--- src/rtl/priority_slot_replacer_unit_macros.svh ---
// Assertion macros for the priority slot replacer.
// Used by the top level only; the macros expect clk_i and rst_ni in scope.
`ifndef PRIORITY_SLOT_REPLACER_UNIT_MACROS_SVH
`define PRIORITY_SLOT_REPLACER_UNIT_MACROS_SVH
`ifndef SYNTHESIS
// A condition that must hold at every clock edge out of reset.
`define PRS_ASSERT_ALWAYS(lbl, cond, msg) \
  lbl: assert property (@(posedge clk_i) disable iff (!rst_ni) (cond)) else $error(msg);
// A consequent that must hold in the same cycle as its antecedent.
`define PRS_ASSERT_SAME(lbl, ante, cons, msg) \
  lbl: assert property (@(posedge clk_i) disable iff (!rst_ni) (ante) |-> (cons)) \
    else $error(msg);
// A consequent that must hold in the cycle after its antecedent.
`define PRS_ASSERT_NEXT(lbl, ante, cons, msg) \
  lbl: assert property (@(posedge clk_i) disable iff (!rst_ni) (ante) |=> (cons)) \
    else $error(msg);
`else
`define PRS_ASSERT_ALWAYS(lbl, cond, msg)
`define PRS_ASSERT_SAME(lbl, ante, cons, msg)
`define PRS_ASSERT_NEXT(lbl, ante, cons, msg)
`endif
`endif

--- src/rtl/prs_pkg.sv ---
// Package for the priority slot replacer: slot constants, opcodes, the
// structs passed between the sequencer, the priority file and the top level.
// Depends on nothing.
package prs_pkg;

  // Slot layout of the protection unit.
  localparam int TotalSlots    = 12;
  localparam int ReservedSlots = 3;
  localparam bit NoUsers       = (TotalSlots <= ReservedSlots);
  localparam int UserSlots     = NoUsers ? 1 : (TotalSlots - ReservedSlots);

  // Field widths.
  localparam int SlotW  = 4;
  localparam int AddrW  = 32;
  localparam int PermW  = 32;
  localparam int PrioW  = 8;
  localparam int CntW   = 4;
  localparam int PrioAw = (TotalSlots > 1) ? $clog2(TotalSlots) : 1;

  localparam logic [SlotW-1:0] FirstSlot = SlotW'(ReservedSlots);
  localparam logic [SlotW-1:0] LastSlot  = SlotW'(TotalSlots - 1);
  localparam logic [CntW-1:0]  LastCnt   = CntW'(UserSlots - 1);

  // Operation codes of an input word.
  localparam logic OpPush  = 1'b0;
  localparam logic OpInval = 1'b1;

  // Write port of the priority file.
  typedef struct packed {
    logic             en;
    logic [SlotW-1:0] addr;
    logic [PrioW-1:0] data;
  } prs_wr_t;

  // One slot write handed to the output register.
  typedef struct packed {
    logic             valid;
    logic [SlotW-1:0] slot;
    logic             enable;
    logic             last;
  } prs_emit_t;

  // Sequencer status seen by the top level.
  typedef struct packed {
    logic             idle;
    logic [SlotW-1:0] next_slot;
  } prs_stat_t;

  // A requested priority of zero counts as one.
  function automatic logic [PrioW-1:0] prs_eff_prio(input logic [PrioW-1:0] p);
    prs_eff_prio = (p == '0) ? PrioW'(1) : p;
  endfunction

  // Round-robin step over the user slots.
  function automatic logic [SlotW-1:0] prs_wrap(input logic [SlotW-1:0] s);
    prs_wrap = (s == LastSlot) ? FirstSlot : s + SlotW'(1);
  endfunction

endpackage

--- src/rtl/prs_ifs.sv ---
// Handshake interfaces of the priority slot replacer: the request channel
// and the slot write channel. Depends on prs_pkg.
interface prs_in_if;
  logic                        valid;
  logic                        ready;
  logic                        operation;
  logic [prs_pkg::AddrW-1:0]   region_start;
  logic [prs_pkg::AddrW-1:0]   region_end;
  logic [prs_pkg::PermW-1:0]   permissions;
  logic [prs_pkg::PrioW-1:0]   priority_req;

  modport source (output valid, operation, region_start, region_end, permissions,
                  priority_req, input ready);
  modport sink (input valid, operation, region_start, region_end, permissions,
                priority_req, output ready);
endinterface

interface prs_out_if;
  logic                        valid;
  logic                        ready;
  logic [prs_pkg::SlotW-1:0]   slot_number;
  logic [prs_pkg::AddrW-1:0]   out_start;
  logic [prs_pkg::AddrW-1:0]   out_end;
  logic [prs_pkg::PermW-1:0]   out_permissions;
  logic                        enable;
  logic                        last_write;

  modport source (output valid, slot_number, out_start, out_end, out_permissions,
                  enable, last_write, input ready);
  modport sink (input valid, slot_number, out_start, out_end, out_permissions,
                enable, last_write, output ready);
endinterface

--- src/rtl/prs_prio_file.sv ---
// Stored replacement priority of every slot, one read and one write port.
// Depends on prs_pkg.
module prs_prio_file (
  input  logic                        clk_i,
  input  logic                        rst_ni,
  input  logic [prs_pkg::SlotW-1:0]   rd_addr_i,
  output logic [prs_pkg::PrioW-1:0]   rd_data_o,
  input  prs_pkg::prs_wr_t            wr_i
);

  logic [prs_pkg::PrioW-1:0] prio_q [prs_pkg::TotalSlots];

  // All priorities start at zero, so every slot is free after reset.
  always_ff @(posedge clk_i or negedge rst_ni) begin
    if (!rst_ni) begin
      for (int i = 0; i < prs_pkg::TotalSlots; i++) begin
        prio_q[i] <= '0;
      end
    end else if (wr_i.en) begin
      prio_q[wr_i.addr[prs_pkg::PrioAw-1:0]] <= wr_i.data;
    end
  end

  // The sequencer only ever addresses user slots.
  assign rd_data_o = prio_q[rd_addr_i[prs_pkg::PrioAw-1:0]];

endmodule

--- src/rtl/prs_seq.sv ---
// Sequencer of the priority slot replacer: walks the user slots one per cycle
// unless the output stalls, through a single priority comparator and
// round-robin incrementer. Depends on prs_pkg.
module prs_seq (
  input  logic                        clk_i,
  input  logic                        rst_ni,
  input  logic                        start_i,
  input  logic                        op_i,
  input  logic [prs_pkg::PrioW-1:0]   prio_i,
  input  logic                        out_free_i,
  output logic [prs_pkg::SlotW-1:0]   rd_addr_o,
  input  logic [prs_pkg::PrioW-1:0]   rd_data_i,
  output prs_pkg::prs_wr_t            wr_o,
  output prs_pkg::prs_emit_t          emit_o,
  output prs_pkg::prs_stat_t          stat_o
);

  localparam logic [1:0] StIdle  = 2'd0;
  localparam logic [1:0] StScan  = 2'd1;
  localparam logic [1:0] StInval = 2'd2;

  logic [1:0]                state_q, state_d;
  logic [prs_pkg::SlotW-1:0] scan_q, scan_d;
  logic [prs_pkg::CntW-1:0]  cnt_q, cnt_d;
  logic [prs_pkg::SlotW-1:0] next_q, next_d;
  logic                      hit;
  logic                      scan_end;
  logic [prs_pkg::SlotW-1:0] scan_step;

  // The shared unit: one compare and one wrap step on the slot under test.
  assign hit       = (rd_data_i < prio_i);
  assign scan_end  = (cnt_q == prs_pkg::LastCnt);
  assign scan_step = prs_pkg::prs_wrap(scan_q);
  assign rd_addr_o = scan_q;

  // Next-state logic.
  always_comb begin
    state_d = state_q;
    scan_d  = scan_q;
    cnt_d   = cnt_q;
    next_d  = next_q;
    wr_o    = '0;
    emit_o  = '0;
    unique case (state_q)
      StIdle: begin
        if (start_i && !prs_pkg::NoUsers) begin
          if (op_i == prs_pkg::OpInval) begin
            state_d = StInval;
            scan_d  = prs_pkg::FirstSlot;
          end else begin
            state_d = StScan;
            scan_d  = next_q;
            cnt_d   = '0;
          end
        end
      end
      StScan: begin
        // A miss on the final slot overwrites that slot, which is the one
        // just before the pointer, and leaves the pointer where it is.
        if (hit || scan_end) begin
          if (out_free_i) begin
            wr_o    = '{en: 1'b1, addr: scan_q, data: prio_i};
            emit_o  = '{valid: 1'b1, slot: scan_q, enable: 1'b1, last: 1'b1};
            state_d = StIdle;
            if (hit) begin
              next_d = scan_step;
            end
          end
        end else begin
          scan_d = scan_step;
          cnt_d  = cnt_q + prs_pkg::CntW'(1);
        end
      end
      StInval: begin
        // One disable word per user slot, in ascending order.
        if (out_free_i) begin
          wr_o   = '{en: 1'b1, addr: scan_q, data: '0};
          emit_o = '{valid: 1'b1, slot: scan_q, enable: 1'b0,
                     last: (scan_q == prs_pkg::LastSlot)};
          if (scan_q == prs_pkg::LastSlot) begin
            next_d  = prs_pkg::FirstSlot;
            state_d = StIdle;
          end else begin
            scan_d = scan_q + prs_pkg::SlotW'(1);
          end
        end
      end
      default: begin
        state_d = StIdle;
      end
    endcase
  end

  // Sequencer registers.
  always_ff @(posedge clk_i or negedge rst_ni) begin
    if (!rst_ni) begin
      state_q <= StIdle;
      scan_q  <= prs_pkg::FirstSlot;
      cnt_q   <= '0;
      next_q  <= prs_pkg::FirstSlot;
    end else begin
      state_q <= state_d;
      scan_q  <= scan_d;
      cnt_q   <= cnt_d;
      next_q  <= next_d;
    end
  end

  assign stat_o = '{idle: (state_q == StIdle), next_slot: next_q};

endmodule

--- src/rtl/priority_slot_replacer_unit.sv ---
// Top level of the priority slot replacer: request capture, output register,
// sequencer and priority file. Depends on prs_pkg, prs_ifs, prs_prio_file,
// prs_seq and the assertion macro header.
//
//   Channel  Dir  Word carried
//   in_i     in   operation, region_start, region_end, permissions, priority_req
//   out_o    out  slot_number, out_start, out_end, out_permissions, enable, last_write
//
// A push is accepted and then compares up to nine user slots, one at a time, on
// the single priority comparator before its slot word is written to the output
// register. An invalidate gives nine disable words, one per cycle while the output
// register is free. A new word is taken as soon as the sequencer is idle, even while the
// last result waits in the output register; a stalled output holds the
// sequencer. Reset clears all priorities and points the scan at the first user slot.
`include "priority_slot_replacer_unit_macros.svh"

module priority_slot_replacer_unit (
  input  logic         clk_i,
  input  logic         rst_ni,
  prs_in_if.sink       in_i,
  prs_out_if.source    out_o
);

  logic                        in_acc;
  logic                        out_free;
  logic [prs_pkg::AddrW-1:0]   start_q;
  logic [prs_pkg::AddrW-1:0]   end_q;
  logic [prs_pkg::PermW-1:0]   perm_q;
  logic [prs_pkg::PrioW-1:0]   prio_q;
  logic [prs_pkg::SlotW-1:0]   rd_addr;
  logic [prs_pkg::PrioW-1:0]   rd_data;
  prs_pkg::prs_wr_t            wr;
  prs_pkg::prs_emit_t          emit;
  prs_pkg::prs_stat_t          stat;
  logic                        ptr_ok;

  logic                        out_valid_q;
  logic [prs_pkg::SlotW-1:0]   out_slot_q;
  logic [prs_pkg::AddrW-1:0]   out_start_q;
  logic [prs_pkg::AddrW-1:0]   out_end_q;
  logic [prs_pkg::PermW-1:0]   out_perm_q;
  logic                        out_enable_q;
  logic                        out_last_q;

  assign in_i.ready = stat.idle;
  assign in_acc     = in_i.valid && stat.idle;
  assign out_free   = !out_valid_q || out_o.ready;

  // Capture of the request word.
  always_ff @(posedge clk_i) begin
    if (in_acc) begin
      start_q <= in_i.region_start;
      end_q   <= in_i.region_end;
      perm_q  <= in_i.permissions;
      prio_q  <= prs_pkg::prs_eff_prio(in_i.priority_req);
    end
  end

  prs_seq u_seq (
    .clk_i      (clk_i),
    .rst_ni     (rst_ni),
    .start_i    (in_acc),
    .op_i       (in_i.operation),
    .prio_i     (prio_q),
    .out_free_i (out_free),
    .rd_addr_o  (rd_addr),
    .rd_data_i  (rd_data),
    .wr_o       (wr),
    .emit_o     (emit),
    .stat_o     (stat)
  );

  prs_prio_file u_prio_file (
    .clk_i     (clk_i),
    .rst_ni    (rst_ni),
    .rd_addr_i (rd_addr),
    .rd_data_o (rd_data),
    .wr_i      (wr)
  );

  // Output valid flag.
  always_ff @(posedge clk_i or negedge rst_ni) begin
    if (!rst_ni) begin
      out_valid_q <= 1'b0;
    end else if (emit.valid) begin
      out_valid_q <= 1'b1;
    end else if (out_o.ready) begin
      out_valid_q <= 1'b0;
    end
  end

  // Output word; a disable carries an all-zero descriptor.
  always_ff @(posedge clk_i) begin
    if (emit.valid) begin
      out_slot_q   <= emit.slot;
      out_start_q  <= emit.enable ? start_q : '0;
      out_end_q    <= emit.enable ? end_q : '0;
      out_perm_q   <= emit.enable ? perm_q : '0;
      out_enable_q <= emit.enable;
      out_last_q   <= emit.last;
    end
  end

  assign out_o.valid           = out_valid_q;
  assign out_o.slot_number     = out_slot_q;
  assign out_o.out_start       = out_start_q;
  assign out_o.out_end         = out_end_q;
  assign out_o.out_permissions = out_perm_q;
  assign out_o.enable          = out_enable_q;
  assign out_o.last_write      = out_last_q;

  // The scan pointer always names a user slot.
  assign ptr_ok = prs_pkg::NoUsers ||
                  ((stat.next_slot >= prs_pkg::FirstSlot) &&
                   (stat.next_slot <= prs_pkg::LastSlot));

  // Checks on the sequencer and the output register.
  `PRS_ASSERT_SAME(a_no_overwrite, emit.valid, out_free, "output word overwritten")
  `PRS_ASSERT_NEXT(a_last_idle, (emit.valid && emit.last), stat.idle, "busy after last word")
  `PRS_ASSERT_SAME(a_push_single, (emit.valid && emit.enable), emit.last, "push not single word")
  `PRS_ASSERT_ALWAYS(a_ptr_range, ptr_ok, "pointer outside user slots")

endmodule
--- src/flat_wrapper.sv ---
// flat-port wrapper written by rule: the top's interface ports become plain ports
module priority_slot_replacer_unit_flat 
  (clk_i, rst_ni, in_i_valid, in_i_operation, in_i_region_start, in_i_region_end, in_i_permissions, in_i_priority_req, in_i_ready, out_o_valid, out_o_slot_number, out_o_out_start, out_o_out_end, out_o_out_permissions, out_o_enable, out_o_last_write, out_o_ready);
  prs_in_if in_i_i ();
  prs_out_if out_o_i ();
  input  logic clk_i;
  input  logic rst_ni;
  input wire logic [$bits(in_i_i.valid)-1:0] in_i_valid;
  input wire logic [$bits(in_i_i.operation)-1:0] in_i_operation;
  input wire logic [$bits(in_i_i.region_start)-1:0] in_i_region_start;
  input wire logic [$bits(in_i_i.region_end)-1:0] in_i_region_end;
  input wire logic [$bits(in_i_i.permissions)-1:0] in_i_permissions;
  input wire logic [$bits(in_i_i.priority_req)-1:0] in_i_priority_req;
  output wire logic [$bits(in_i_i.ready)-1:0] in_i_ready;
  output wire logic [$bits(out_o_i.valid)-1:0] out_o_valid;
  output wire logic [$bits(out_o_i.slot_number)-1:0] out_o_slot_number;
  output wire logic [$bits(out_o_i.out_start)-1:0] out_o_out_start;
  output wire logic [$bits(out_o_i.out_end)-1:0] out_o_out_end;
  output wire logic [$bits(out_o_i.out_permissions)-1:0] out_o_out_permissions;
  output wire logic [$bits(out_o_i.enable)-1:0] out_o_enable;
  output wire logic [$bits(out_o_i.last_write)-1:0] out_o_last_write;
  input wire logic [$bits(out_o_i.ready)-1:0] out_o_ready;
  assign in_i_i.valid = in_i_valid;
  assign in_i_i.operation = in_i_operation;
  assign in_i_i.region_start = in_i_region_start;
  assign in_i_i.region_end = in_i_region_end;
  assign in_i_i.permissions = in_i_permissions;
  assign in_i_i.priority_req = in_i_priority_req;
  assign in_i_ready = in_i_i.ready;
  assign out_o_valid = out_o_i.valid;
  assign out_o_slot_number = out_o_i.slot_number;
  assign out_o_out_start = out_o_i.out_start;
  assign out_o_out_end = out_o_i.out_end;
  assign out_o_out_permissions = out_o_i.out_permissions;
  assign out_o_enable = out_o_i.enable;
  assign out_o_last_write = out_o_i.last_write;
  assign out_o_i.ready = out_o_ready;
  priority_slot_replacer_unit u_core (.clk_i(clk_i), .rst_ni(rst_ni), .in_i(in_i_i), .out_o(out_o_i));
endmodule
--- config.mk ---
export PLATFORM = sky130hd
export DESIGN_NAME = priority_slot_replacer_unit_flat
export DESIGN_NICKNAME = d
export VERILOG_FILES = /design/src/rtl/prs_pkg.sv /design/src/rtl/prs_ifs.sv /design/src/rtl/prs_prio_file.sv /design/src/rtl/prs_seq.sv /design/src/rtl/priority_slot_replacer_unit.sv /design/src/flat_wrapper.sv
export VERILOG_INCLUDE_DIRS = /design/src /design/src/rtl
export SDC_FILE = /design/constraint.sdc
export NUM_CORES = 1
export LEC_CHECK = 0
export ABC_AREA = 1
export BUFFER_PORTS_ARGS = -buffer_cell sky130_fd_sc_hd__clkbuf_2
export CELL_PAD_IN_SITES_DETAIL_PLACEMENT = 1
export CELL_PAD_IN_SITES_GLOBAL_PLACEMENT = 2
export CORE_MARGIN = 2
export CORE_UTILIZATION = 33
export CTS_CLUSTER_SIZE = 28
export DETAILED_ROUTE_END_ITERATION = 16
export PLACE_DENSITY = 0.74
export SLEW_MARGIN = 40
export SYNTH_ARGS = -nofsm -noshare
export SYNTH_HDL_FRONTEND = slang
export SYNTH_SLANG_ARGS = --single-unit
--- constraint.sdc ---
create_clock -name clk_i -period 6.15 [get_ports clk_i]
set_clock_uncertainty 0.2 [all_clocks]
set_input_delay 1.5375 -clock clk_i [delete_from_list [all_inputs] [get_ports clk_i]]
set_output_delay 1.5375 -clock clk_i [all_outputs]
set_load 0.05 [all_outputs]
==> After elaboration in Yosys (flattened, before gate mapping) <==
Index checks and enable logic that the tools add are counted.
{ "word_totals": {"ff_bits": 317, "in_bits": 109, "word_cells": 103} }
{ "classes": {"n_addsub": 2, "order_cmp": 4, "eq_ne": 13, "mux": 40, "n_bitwise": 2, "n_reduce_logical": 15} }
{ "op_table": {"columns": ["cell", "count"], "rows": [
  ["$bwmux 96", 1],
  ["$mux 4", 14],
  ["$mux 13", 3],
  ["$bmux 8 s4", 1],
  ["$demux 8 s4", 1],
  ["$pmux 13 s2", 1],
  ["$mux 8", 3],
  ["$mux 7", 3],
  ["$pmux 4 s2", 2],
  ["$pmux 7 s2", 1],
  ["$mux 2", 6],
  ["$ne 2x2->1 const B", 6],
  ["$pmux 4 s3", 1],
  ["$ge 5x5->1 const B", 2],
  ["$not 4->5", 2],
  ["$reduce_and 5->1", 2],
  ["$add 4x1->4 const B", 2],
  ["$eq 4x4->1 const B", 2],
  ["$logic_not 8->1", 1],
  ["$lt 8x8->1", 1],
  ["$ne 2x1->1 const B", 3],
  ["$pmux 2 s3", 1],
  ["$reduce_and 6->1", 1],
  ["$reduce_bool 2->1", 3],
  ["10 further kinds", 13]
]} }

==> Longest topological paths before layout <==
{ "depth": {"word_depth": 14, "ltp_mapped": 24, "depth_no_buf": 21} }

==> Hierarchy <==
A second synthesis with hierarchy kept.
{ "unflattened": {"hier_cells": 1220, "area_unflattened_um2": 13083.8} }
{ "by_module_without_submodules": {"columns": ["module", "n_inst", "cells_per_inst", "area_per_inst_um2", "seq_area_each_um2"], "rows": [
  ["priority_slot_replacer_unit", 1, 431, 7100.6, 6211.0],
  ["prs_prio_file", 1, 604, 4631.9, 2402.3],
  ["prs_seq", 1, 185, 1351.3, 355.3]
]} }

==> Least setup slack after synthesis <==
No wires, ideal clock.
{ "synth_path": {"path_kind": "register to register", "startpoint": "reg u_core.u_seq.scan_q (netlist bit u_core.u_seq.rd_addr_o[0])", "endpoint": "reg u_core.u_prio_file.prio_q[88] in the netlist's numbering", "setup_ns": 0.126, "t_arrival_ns": 6.034, "required_time_ns": 5.824, "setup_slack_ns": -0.210, "stages_incl_launch_ff": 18, "path_buffers": 3, "synth_period_minus_slack_ns": 6.360, "path_cell_list": "dfstp_2 buf_4 clkbuf_1 clkbuf_1 o21ai_0 o221ai_1 a32o_1 ha_1 a21oi_1 nor2_1 a211oi_1 nand2_1 nand2_2 nand2_4 a21oi_2 nand3_4 nand2_1 nand2_1"} }
{ "synth_via": {"elab_chain_len": 14, "word_cells_on_any_way": 17, "classes_between": "order compare (3); mux (10); bitwise (2); reduce/logical (2)"} }
{ "synth_rtl": {"columns": ["item", "line_no", "rtl"], "rows": [
  ["from (decl)", "prs_seq.sv:23", "logic [prs_pkg::SlotW-1:0] scan_q, scan_d;"],
  ["from (signal assigned)", "prs_seq.sv:98", "scan_q <= prs_pkg::FirstSlot;"],
  ["from (signal assigned)", "prs_seq.sv:103", "scan_q <= scan_d;"],
  ["$not 4->5 (implied by the code)", "prs_prio_file.sv:25", "assign rd_data_o = prio_q[rd_addr_i[prs_pkg::PrioAw-1:0]];"],
  ["$bmux 8 s4", "prs_prio_file.sv:25", null],
  ["$mux 8 (implied by the code) (2 in series)", "prs_prio_file.sv:25", null],
  ["$lt 8x8->1", "prs_seq.sv:31", "assign hit = (rd_data_i < prio_i);"],
  ["$logic_or 1x1->1", "prs_seq.sv:60", "if (hit || scan_end) begin"],
  ["$mux 13", "prs_seq.sv:60", null],
  ["$pmux 13 s2 (*)", "prs_seq.sv:44", "unique case (state_q)"],
  ["$not 4->5 (implied by the code)", "prs_prio_file.sv:20", "prio_q[wr_i.addr[prs_pkg::PrioAw-1:0]] <= wr_i.data;"],
  ["$ge 5x5->1 (implied by the code) / $lt 5x1->1 (equally long branches)", "prs_prio_file.sv:20", null],
  ["$logic_and 1x1->1 (implied by the code)", "prs_prio_file.sv:20", null],
  ["$mux 8 (implied by the code)", "prs_prio_file.sv:20", null],
  ["$demux 8 s4", "prs_prio_file.sv:20", null],
  ["$bwmux 96", "prs_prio_file.sv:20", null],
  ["to (signal, indexed assignment)", "prs_prio_file.sv:20", null],
  ["to (decl)", "prs_prio_file.sv:11", "logic [prs_pkg::PrioW-1:0] prio_q [prs_pkg::TotalSlots];"]
]} }
Mark *: on every way between the ends. The rest lies on a longest branch, timed or not. The select of a mux whose other input is x is not followed.
A chain may end at the register's enable or synchronous reset.

==> Worst setup path in the final report <==
{ "layout_path": {"startpoint": "reg u_core.u_seq.scan_q (netlist bit u_core.u_seq.rd_addr_o[0])", "endpoint": "reg u_core.u_prio_file.prio_q[16] in the netlist's numbering"} }
The elaborated chain is that of the path after synthesis.

==> results by group <==
Global route
  – GRT Residual Overflow: 0
  – Total track usage: 0.190
  – Largest net degree at the start of global routing: roughly 110
  – Antenna violations before repair: 2
  – Vias in the first global route: 9904
  – First-pass GRT wire length: about 59 mm

Placed design
  – Area of placed instances: 14600 sq um
  – Port bufs: 212
  – HPWL after detailed placement: 25.2 mm
  – Final GP Congestion: approximately 0.82

Power
  – Switching Power: about 3.2 mW
  – Sequential power share: 0.386
  – Total power: ~8 mW
  – Comb pwr share: 0.342
  – Clock power frac: 0.272
  – Leak Pwr: about 7.4 nW
  – VDD IR max: ~0.32 mV
  – Power per cell area: between 500 and 600 nW/um^2
  – Sw Share: 0.404
  – P_int: around 4.8 mW

CTS
  – H-tree depth: 2
  – Post-CTS sizing: 0
  – Post-CTS Setup Bufs: 0
  – Clock sinks: between 300 and 400
  – Worst-path clk slew: approximately 60 ps
  – Clock root buffer: clkbuf_16
  – Clk Latency, worst-skew pair: 540 ps
  – Total CTS buffers: 37
  – Bufs on Longest Clock Path: 3
  – Clock tree from TritonCTS: built
  – CTS Hold Bufs: 0

Timing
  – Fmax: between 200 and 250 MHz
  – Worst Tran Pin Value: 767 ps
  – Final Hold Viols: 0
  – Period utilisation layout: 0.784
  – Final Hold Slack: between 200 and 300 ps
  – Relative slew margins: 0.488
  – Max Slew Vio Count: 0
  – Setup-failing EPs final: 0
  – TNS Setup: 0 ps
  – Fin crit period: 4820 ps
  – RSZ-0062 raised after global routing: false

Floorplan
  – I/O Pins: roughly 210
  – Die X: ~200 um
  – Placement Rows: just over 70
  – Die Area: roughly 40000 sq um
  – Initial Util: 0.336
  – DIE HEIGHT: roughly 200 um
  – Core area: approximately 40000 sq um

Worst setup path
  – Critical-path top delay cell: dfstp_2
  – Critical Path Source Type: flop
  – Critical Path End Type: flop
  – Slowest stage delay, CP: roughly 860 ps
  – WP buf/inv: 2
  – Most frequent CP cell: nand2_1
  – Worst-path fanout max: 53
  – Critical-path cell list: inv_4, o21ai_0, o221ai_1, a32o_1, ha_1, a21oi_1, nor2_1, a211oi_1, nand2_1, nand2_2, nand2_4, inv_2, nand2_4, nor2_2, nand2_1, nand2_1
  – WP data arrival: a little over 5000 ps
  – Critical path required time: 6400 ps
  – Top delay family on crit path: simple AND/OR/NAND/NOR gates
  – Worst Setup Path Type: reg2reg

Layout
  – Design area: 15800 sq um
  – Share of layout cells above drive strength 1: 0.238
  – Final net count: around 1.5k
  – Fillers: roughly 4.3k
  – Layout area overhead: 21.2%

Run
  – Max Cap Viol: 0

Logic synthesis
  – Top cells by area, synth: edfxtp_1 47%, dfrtp_1 20%, nand2_1 8.6%
  – EDFF count, synth: between 200 and 250
  – Ys async rst share: 0.350
  – Cells after Synth: 1198
  – Ys flop type: edfxtp_1
  – Top cell type by total area after synthesis: edfxtp_1
  – Top-count cell post-synth: nand2_1
  – Synth Area in XOR/XNOR: 0.00268
  – Yosys top cell area share: 0.473
  – Cell Area, Synth: between 10000 and 15000 sq um
  – Syn nets: 1321
  – Compound-gate portion of the synthesized area: 0.0495
  – Main combinational cell family by area after synthesis: simple AND/OR/NAND/NOR gates
  – Syn_area_per_cell: between 10 and 15 sq um
  – Register area share after synthesis: 0.686
  – Distinct cells, synth: 44
  – Simple-Gate Fraction of Synth Area: 0.183
  – Commonest cells post-synth: 301 x nand2_1, 206 x edfxtp_1, 166 x nor2_1, 139 x inv_1, 107 x dfrtp_1
  – Adder-cell share of the synthesized area: 0.0134
  – Post-synthesis mux area share: 0
  – Yosys reg bits: about 320
  – Synth warnings: 0

Drt
  – Pre-antenna DRT Iters: 5
  – Routed Antenna Nets: 0
  – DRC: 0
  – Routed via count: between 9k and 10k
  – Vias per cell: roughly 4.7
  – Total wire length: roughly 38 mm
  – Avg WL per Cell: approximately 20 um
  – DRT iter0 DRCs: 492

Outcome
  – Status: finished clean

Worst hold path
  – Worst min-delay path class: reg2reg
==> sequential cells by signal (all words and copies together) (netlist names) <==
signal and flops:
u_core.end_q 32, u_core.out_o.enable 1, u_core.out_o.last_write 1, u_core.out_o.out_end 32, u_core.out_o.out_permissions 32, u_core.out_o.out_start 32, u_core.out_o.slot_number 4, u_core.out_o.valid 1
u_core.perm_q 32, u_core.prio_q 8, u_core.start_q 32, u_core.u_prio_file.prio_q 96, u_core.u_seq.cnt_q 4, u_core.u_seq.next_q 4, u_core.u_seq.rd_addr_o 4, u_core.u_seq.state_q 2
==> final cells by class <==
cell class                 count  area, sq um  share of cell area
antenna                        2         5.00            0.000316
clock inverter                21          210              0.0133
multi-input combinational    682         3280               0.207
timing repair buffer         223         1190              0.0754
clock buffer                  45          976              0.0616
tap                          518          648              0.0409
sequential                   317         8970               0.566
inverter                     147          564              0.0356
==> power groups by stage <==
stage	clock network, mW	logic, mW	registers [mW]
global route	2.31	2.95	3.13
detailed placement	0	2.75	3.12
global placement	0	2.71	3.10
finish	2.17	2.73	3.08
floorplan	0	1.27	3.78
CTS	2.23	2.76	3.09
==> cells in the final DEF (no fill, tap or decap), drive strengths merged, types with 2 or more instances in the layout <==
| master | count |
|---|---|
| dfstp | 4 |
| nand3 | 60 |
| a21oi | 8 |
| xor2 | 3 |
| o221ai | 13 |
| o22ai | 9 |
| buf | 12 |
| edfxtp | 206 |
| a32o | 7 |
| o21ai | 54 |
| clkinv | 14 |
| ha | 14 |
| o211ai | 3 |
| bufinv | 3 |
| diode | 2 |
| nor2 | 178 |
| nand2 | 322 |
| inv | 150 |
| a211oi | 2 |
| dfrtp | 107 |
| clkbuf | 256 |
==> worst min-delay path: cells and delay by family (launching register included) <==
family | cells | cell delay [ps]
AND/OR/NAND/NOR | 2 | 90
flip-flops | 1 | 330
==> stage by stage <==
step,setup slack [ps],utilization,cells
floorplan,1150,-,1198
global placement,1270,0.375,1886
detailed placement,1220,0.376,1887
CTS,1170,0.407,1953
global route,988,0.407,1955
finish,1330,0.407,1955
==> worst paths after layout <==
kind                                            endpoint  cells after the start  slack (ps)                           from
max reg2reg                u_core.u_prio_file.prio_q[16]                     16        1330      u_core.u_seq.rd_addr_o[0]
max in group asynchronous  u_core.u_prio_file.prio_q[21]                      2        3830                         rst_ni
min reg2reg                u_core.u_prio_file.prio_q[13]                      2         260  u_core.u_prio_file.prio_q[13]
min in group asynchronous  u_core.u_prio_file.prio_q[95]                      1         810                         rst_ni
min                        u_core.u_prio_file.prio_q[13]                      2         260  u_core.u_prio_file.prio_q[13]
max                        u_core.u_prio_file.prio_q[16]                     16        1330      u_core.u_seq.rd_addr_o[0]
==> layer usage <==
metal / vias up / global-route usage / part of all wire
met5: - / 0 / 0
met4: 0 / 0.0704 / 0.031
met3: 67 / 0.0485 / 0.062
met2: 236 / 0.319 / 0.49
met1: 4515 / 0.235 / 0.42
li1: 4319 / - / -
==> logic make-up after synthesis <==
group / count (synthesis)
compound gates: 101
xor+xnor: 4
fa+ha+maj: 14
buf+inv: 199
flops: 317
simple gates: 563
No activity file was read; power rests on OpenSTA's default activity.
